--- src/design/frequency_order_item_sorter_macros.svh ---
// Assertion macros used by the sorter top-level RTL file
`ifndef FREQUENCY_ORDER_ITEM_SORTER_MACROS_SVH
`define FREQUENCY_ORDER_ITEM_SORTER_MACROS_SVH

// Same-cycle implication, checked out of reset
`define FOIS_ASSERT_NOW(label, clk, rst_n, ante, cons) \
    label: assert property (@(posedge clk) disable iff (!rst_n) (ante) |-> (cons)) \
        else $error("sorter check failed");

// Next-cycle implication, checked out of reset
`define FOIS_ASSERT_NEXT(label, clk, rst_n, ante, cons) \
    label: assert property (@(posedge clk) disable iff (!rst_n) (ante) |=> (cons)) \
        else $error("sorter check failed");

`endif

--- src/design/fois_pkg.sv ---
// Shared types, sizes and key compare for the frequency-order sorter
`default_nettype none

package fois_pkg;

    localparam int MAX_ITEMS = 32;
    localparam int ID_W      = 20;
    localparam int CNT_W     = 32;
    localparam int FILL_W    = $clog2(MAX_ITEMS + 1);
    localparam logic [FILL_W-1:0] MAX_FILL = FILL_W'(MAX_ITEMS);

    // One stored entry of the chain
    typedef struct packed {
        logic             valid;
        logic [CNT_W-1:0] count;
        logic [ID_W-1:0]  id;
    } t_entry;

    // Chain-wide control, the same for every cell
    typedef struct packed {
        logic load;    // insert the broadcast request
        logic unload;  // shift one place towards the head
    } t_cell_ctl;

    // True when key a must sit strictly ahead of key b:
    // higher count first, then lower id
    function automatic logic goes_before(
        input logic [CNT_W-1:0] count_a,
        input logic [ID_W-1:0]  id_a,
        input logic [CNT_W-1:0] count_b,
        input logic [ID_W-1:0]  id_b
    );
        logic res;
        if (count_a != count_b) begin
            res = (count_a > count_b);
        end else begin
            res = (id_a < id_b);
        end
        return res;
    endfunction

endpackage

`default_nettype wire

--- src/design/fois_cell.sv ---
// One insertion cell of the sorting chain
`default_nettype none

module fois_cell (
    input  wire logic               i_clk,
    input  wire logic               i_rst_n,
    input  wire fois_pkg::t_cell_ctl i_ctl,
    input  wire fois_pkg::t_entry   i_new,
    input  wire fois_pkg::t_entry   i_left,
    input  wire logic               i_left_ins,
    input  wire fois_pkg::t_entry   i_right,
    output fois_pkg::t_entry        o_entry,
    output logic                    o_ins
);
    import fois_pkg::*;

    t_entry r_entry;
    t_entry n_entry;
    logic   ins;

    // New request belongs at or ahead of this cell
    always_comb begin
        ins = !r_entry.valid ||
              goes_before(i_new.count, i_new.id, r_entry.count, r_entry.id);
    end

    // Insert: first cell to take it grabs the request, the rest take the
    // left neighbour; unload: take the right neighbour
    always_comb begin
        n_entry = r_entry;
        if (i_ctl.load) begin
            if (ins) begin
                n_entry = i_left_ins ? i_left : i_new;
            end
        end else if (i_ctl.unload) begin
            n_entry = i_right;
        end
    end

    always_ff @(posedge i_clk) begin
        if (!i_rst_n) begin
            r_entry.valid <= 1'b0;
        end else begin
            r_entry <= n_entry;
        end
    end

    assign o_entry = r_entry;
    assign o_ins   = ins;

endmodule

`default_nettype wire

--- config.mk ---
export PLATFORM = sky130hd
export DESIGN_NAME = fois_cell
export DESIGN_NICKNAME = d
export VERILOG_FILES = /design/src/design/frequency_order_item_sorter_macros.svh /design/src/design/fois_pkg.sv /design/src/design/fois_cell.sv
export SDC_FILE = /design/constraint.sdc
export NUM_CORES = 1
export LEC_CHECK = 0
export BUFFER_PORTS_ARGS = -buffer_cell sky130_fd_sc_hd__buf_2
export CORE_UTILIZATION = 35
export DETAILED_ROUTE_END_ITERATION = 10
export PLACE_DENSITY = 0.65
export SLEW_MARGIN = 10
export SYNTH_ARGS = -nofsm -noshare
export SYNTH_HDL_FRONTEND = slang
export SYNTH_SLANG_ARGS = --single-unit
--- constraint.sdc ---
create_clock -name i_clk -period 16.4 [get_ports i_clk]
set_input_delay 2.46 -clock i_clk [delete_from_list [all_inputs] [get_ports i_clk]]
set_output_delay 2.46 -clock i_clk [all_outputs]
set_load 0.05 [all_outputs]
# Word level (Yosys, flattened, before mapping)
# Cells that the tools add are included.
totals:
  register_bits: 53
  latchBits: 0
  ramBits: 0
  romBits: 0
  input_bits: 164
  out_inout_bits: 54
  memories: 0
op_classes:
  addsub: 0
  mul: 0
  div_mod_pow: 0
  n_lt_le_gt_ge: 2
  eq_ne: 2
  shift: 0
  n_mux: 5
  bitwise: 0
  n_reduce_logical: 5
ops:
  columns: ["cell", "n"]
  rows:
  - ["53-bit 2-to-1 mux", 4]
  - ["32-bit greater-than comparator", 1]
  - ["32-bit != test", 1]
  - ["20-bit less-than comparator", 1]
  - ["3-bit AND reduction", 1]
  - ["2-bit by 1-bit != test with 1-bit output, second input constant", 1]
  - ["2-bit AND reduction", 1]
  - ["2-bit nonzero test", 1]
  - ["1-bit zero test", 1]
  - ["1-bit logical OR", 1]
  - ["1-bit 2-to-1 mux", 1]

# Logic depth before layout (Yosys ltp)
depth:
  ltp_word: 5
  ltp_mapped: 8

# Least setup slack after synthesis
# OpenSTA, ideal clock, no wires.
synth_path:
  path_kind: "input -> register"
  start: "input i_new[2] (netlist name)"
  end: "register r_entry, in the netlist o_entry[0] (enable)"
  setup_time_ns: 0.539
  arrival_time_ns: 7.468
  t_required_ns: 15.861
  path_slack_ns: 8.393
  cell_stages: 7
  n_path_buf: 0
  path_cell_list: "ha_1 a211o_1 a31oi_1 o311ai_1 a31oi_4 nor4b_2 o31ai_1"
synth_between:
  elab_chain_len: 5
synth_lines:
  columns: ["item", "line", "source"]
  rows:
  - ["from (decl)", "fois_cell.sv:8", "input wire fois_pkg::t_entry i_new,"]
  - ["20-bit less-than comparator", "fois_pkg.sv:37", "res = (id_a < id_b);"]
  - ["1-bit 2-to-1 mux", "fois_pkg.sv:34", "if (count_a != count_b) begin"]
  - ["1-bit logical OR", "fois_cell.sv:23", "ins = !r_entry.valid ||"]
  - ["2-bit by 1-bit != test with 1-bit output (no line)", null, null]
  - ["3-bit AND reduction (no line)", null, null]
  - ["to (signal assigned)", "fois_cell.sv:44", "r_entry <= n_entry;"]
  - ["to (decl)", "fois_cell.sv:17", "t_entry r_entry;"]
# Every way passes these cells.
# A chain may end at the register's enable or synchronous reset.

# Final worst setup path
layout_path:
  start: "input i_new[39] (netlist name)"
  end: "output o_ins"
layout_between:
  elab_chain_len: 3
  word_cells_on_any_way: 4
  classes_between: "order compare: 1; eq/ne: 1; mux: 1; reduce/logical: 1"
layout_lines:
  columns: ["item", "line", "source"]
  rows:
  - ["32-bit greater-than comparator or 32-bit != test (tied branches)", "fois_pkg.sv:35, fois_pkg.sv:34", null]
  - ["1-bit 2-to-1 mux (*)", "fois_pkg.sv:34", null]
  - ["1-bit logical OR (*)", "fois_cell.sv:23", null]
  - ["to (decl)", "fois_cell.sv:13", "output logic o_ins"]
# Every way passes the cells marked *; elsewhere a longest branch is shown, timed or not.

==> metrics.log <==
[metrics] outcome: finished clean
[metrics] Final TNS setup: 0 ns
[metrics] Routed WL per cell: 13.7 um
[metrics] power density normalized to cell area: 77.6 nW/um^2
[metrics] CTS tree: yes
[metrics] LEAKAGE: 2.83 nW
[metrics] number of enable flip-flop cells after synthesis: 52
[metrics] post-CTS clock slew at the launch and capture registers of the worst setup and hold paths: 0.07 ns
[metrics] synthesized area divided by synthesized cell count: approximately 9.6 um^2
[metrics] Metal-1 WL: between 4000 and 5000 um
[metrics] CTS HTree Levels: 2
[metrics] number of core rows: 38
[metrics] via count: 3,742
[metrics] area enclosed by the die boundary: around 12,000 um^2
[metrics] maximum vdd drop: 0.0404 mV
[metrics] total I/O pin count: 218
[metrics] share of the cycle needed by the critical path after routing: 42.2%
[metrics] type of the most critical hold path: reg2reg
[metrics] synthesized area: around 4000 um^2
[metrics] total of flip-flops plus latches after synthesis: 53
[metrics] maximum number of buffers from clock root to sink: 2
[metrics] reg-to-reg critical path endpoint: o_entry[43]
[metrics] final-layout fill cell count: 1,065
[metrics] number of buffers added by the clock tree synthesis step: 5
[metrics] number of antenna violations at the first check in global routing: 0
[metrics] Hold Path Depth: 3
[metrics] HPWL after DPL: about 8500 um
[metrics] Total Wirelength: 10,500 um
[metrics] detailed route wirelength on metal3: 691 um
[metrics] Setup-failing EPs final: 0
[metrics] yosys synthesis warning count: 0
[metrics] post-layout power: 0.000421 W
[metrics] number of different library cells in the post-synthesis netlist: 33
[metrics] share of flip-flops with an asynchronous set or reset: 0%
[metrics] post-route minimum period: 6.92 ns
[metrics] worst slew margin relative to its limit: around 34%
[metrics] sum of met2 wire segment lengths after detailed routing: 5160 um
[metrics] fraction of layout cells with a size suffix above 1: 37.3%
[metrics] routed vias/inst: 4.86
[metrics] number of buffers inserted to repair setup after CTS: 0
[metrics] register area share after synthesis: between 30 and 40%
[metrics] first-pass GRT wire length: 16,100 um
[metrics] number of optimization iterations in the first detailed-route pass: 4
[metrics] initial standard-cell utilization of the core: between 30% and 40%
[metrics] area overhead of the layout relative to synthesis: 34.3%
[metrics] port buffer count: 217
[metrics] number of nets with antenna violations after routing: 0
[metrics] Chip Height: between 100 and 150 um
[metrics] gate count of the mapped netlist: 421
[metrics] latest clock arrival within the worst-skew pair: 0.29 ns
[metrics] final weighted congestion of routability-driven global placement: 0.773
[metrics] hold violation total from the final report: 0
[metrics] primary flip-flop cell chosen by synthesis mapping: edfxtp_1
[metrics] type of element launching the critical path: input port
[metrics] internal reg-to-reg setup slack: approximately 13 ns
[metrics] final slew viol count: 0
[metrics] sequential cell area: 1580 um^2
[metrics] hold buffer count at cts: 0
[metrics] area occupied by multi-input gates: 2180 um^2
[metrics] total global routing track utilization: 17.2%
[metrics] count of clock tree sinks: 53
[metrics] hold path startpoint: o_entry[52]
[metrics] clock network power share: 28.4%
[metrics] Worst Max-Slew Pin Slew: approximately 0.98 ns
[metrics] type of the setup path with the least slack: in2out
[metrics] root buffer cell: clkbuf_16
[metrics] net count after synthesis: 636
[metrics] Final Non-Filler Cells: 770
[metrics] NetSw: between 0.0001 and 0.00015 W
[metrics] sequential power share: 39.8%
[metrics] number of maximum-capacitance constraint violations: 0
[metrics] pin count of the biggest net entering global routing: 107
[metrics] worst endpoint required time: roughly 14 ns
[metrics] data arrival time at the worst-slack endpoint: 4.46 ns
[metrics] Core Box Area: approximately 11,000 um^2
[metrics] Detailed Route Iter0 Violations: 86
[metrics] DP Cell Count: ~760
[metrics] Max FO, Critical Path: 3
[metrics] number of cells traversed by the worst register-to-register path: 9
[metrics] PostCTS Resize Cnt: 0
[metrics] RSZ-0062 raised after global routing: no
[metrics] largest clock skew in the final design: about 0.0081 ns
[metrics] net count reported at finish: ~840
[metrics] nature of the critical path endpoint: output port
[metrics] combinational power share: 31.9%
[metrics] ant diodes: 0
[metrics] internal cell power: 0.000283 W
[metrics] remaining global-route overflow: 0
[metrics] flip-flop count of the largest register after layout: 53
[metrics] commonest cells after routing, fill and taps aside: buf_2 (215), a21oi_1 (72), nor2_1 (58), inv_1 (56), mux2i_1 (53)
[metrics] highest signal layer in the routed design: met4
[metrics] number of design rule violations left after detail routing: 0
[metrics] Switching Share: 32.8%
[metrics] most common cell after layout, fill and taps aside: buf_2
[metrics] number of global-route vias before repair: about 3,500
[metrics] die outline width: 109 um
[metrics] Highest Clock Rate: 0.145 GHz
[metrics] WHS Endpoint: o_entry[52]
[metrics] Critical R2R Launch: o_entry[39]
[routing by layer]
| layer | up-vias | GRT usage (%) |
|---|---|---|
| met4 | 0 | 4.19 |
| li1 | 1922 | - |
| met2 | 131 | 30.9 |
| met5 | - | 0 |
| met3 | 9 | 3.02 |
| met1 | 1680 | 21.3 |
[cells in the mapped netlist (all sizes together), types with 3 or more instances]
library cell	n	area, um^2
nand4	7	75.1
ha	51	638
o21ai	8	40.0
o211ai	3	22.5
mux2i	53	531
nor2	58	218
a211o	4	35.0
nand2	18	67.6
nand3	5	25.0
a21oi	72	360
inv	56	210
clkbuf	8	30.0
edfxtp	52	1560
buf	10	43.8
[power groups by stage]
stage / Sequential (W) / Combinational, W / Clock [W]
floorplan: 0.000205 / 0.0000563 / 0
global placement: 0.000170 / 0.000133 / 0
detailed placement: 0.000171 / 0.000135 / 0
CTS: 0.000168 / 0.000136 / 0.000123
global route: 0.000169 / 0.000148 / 0.000128
finish: 0.000167 / 0.000134 / 0.000119
[area by class of cell]
class	count	area share, %
multi-input cells	294	40.3
flip-flops and latches	53	29.2
repair buffers	219	20.4
inverters	56	3.88
well taps	140	3.23
clock buffers	6	2.38
clock inverters	2	0.623
[worst max path at each step]
stage,startpoint,to
3_3_place_gp,i_new[39],o_ins
5_1_grt,i_new[2],o_ins
3_5_place_dp,i_new[2],o_ins
6_report,i_new[39],o_ins
4_1_cts,i_new[7],o_ins
2_1_floorplan,i_new[2],o_entry[0]
[kinds of logic after synthesis]
family	synth area share, %
flip-flops	39.2
adder cells (fa/ha/maj)	15.8
AND/OR/NAND/NOR	11.0
AO/OA/AOI/OAI	13.8
multiplexers	13.1
buffers and inverters	7.04
[critical path, cell delays in order]
cell       delay (ns)
buf_2            0.11
ha_1             0.32
a21oi_1          0.14
o21ai_1          0.09
a2111oi_0        0.43
o211ai_1         0.22
a21oi_1          0.34
nor2_1           0.10
buf_2            0.24
[per-stage QoR]
step / util, % / setup WS (ns) / hold slack [ns] / instance area, um^2
finish: 49.1 / 9.48 / 0.748 / 5420
global route: 49.1 / 9.32 / 0.805 / 5420
global placement: 47.7 / 9.48 / 0.746 / 5260
detailed placement: 47.7 / 9.44 / 0.753 / 5260
CTS: 49.1 / 9.43 / 0.762 / 5420
floorplan: - / 8.39 / 0.882 / 4040
(Power assumes the default switching activity.)
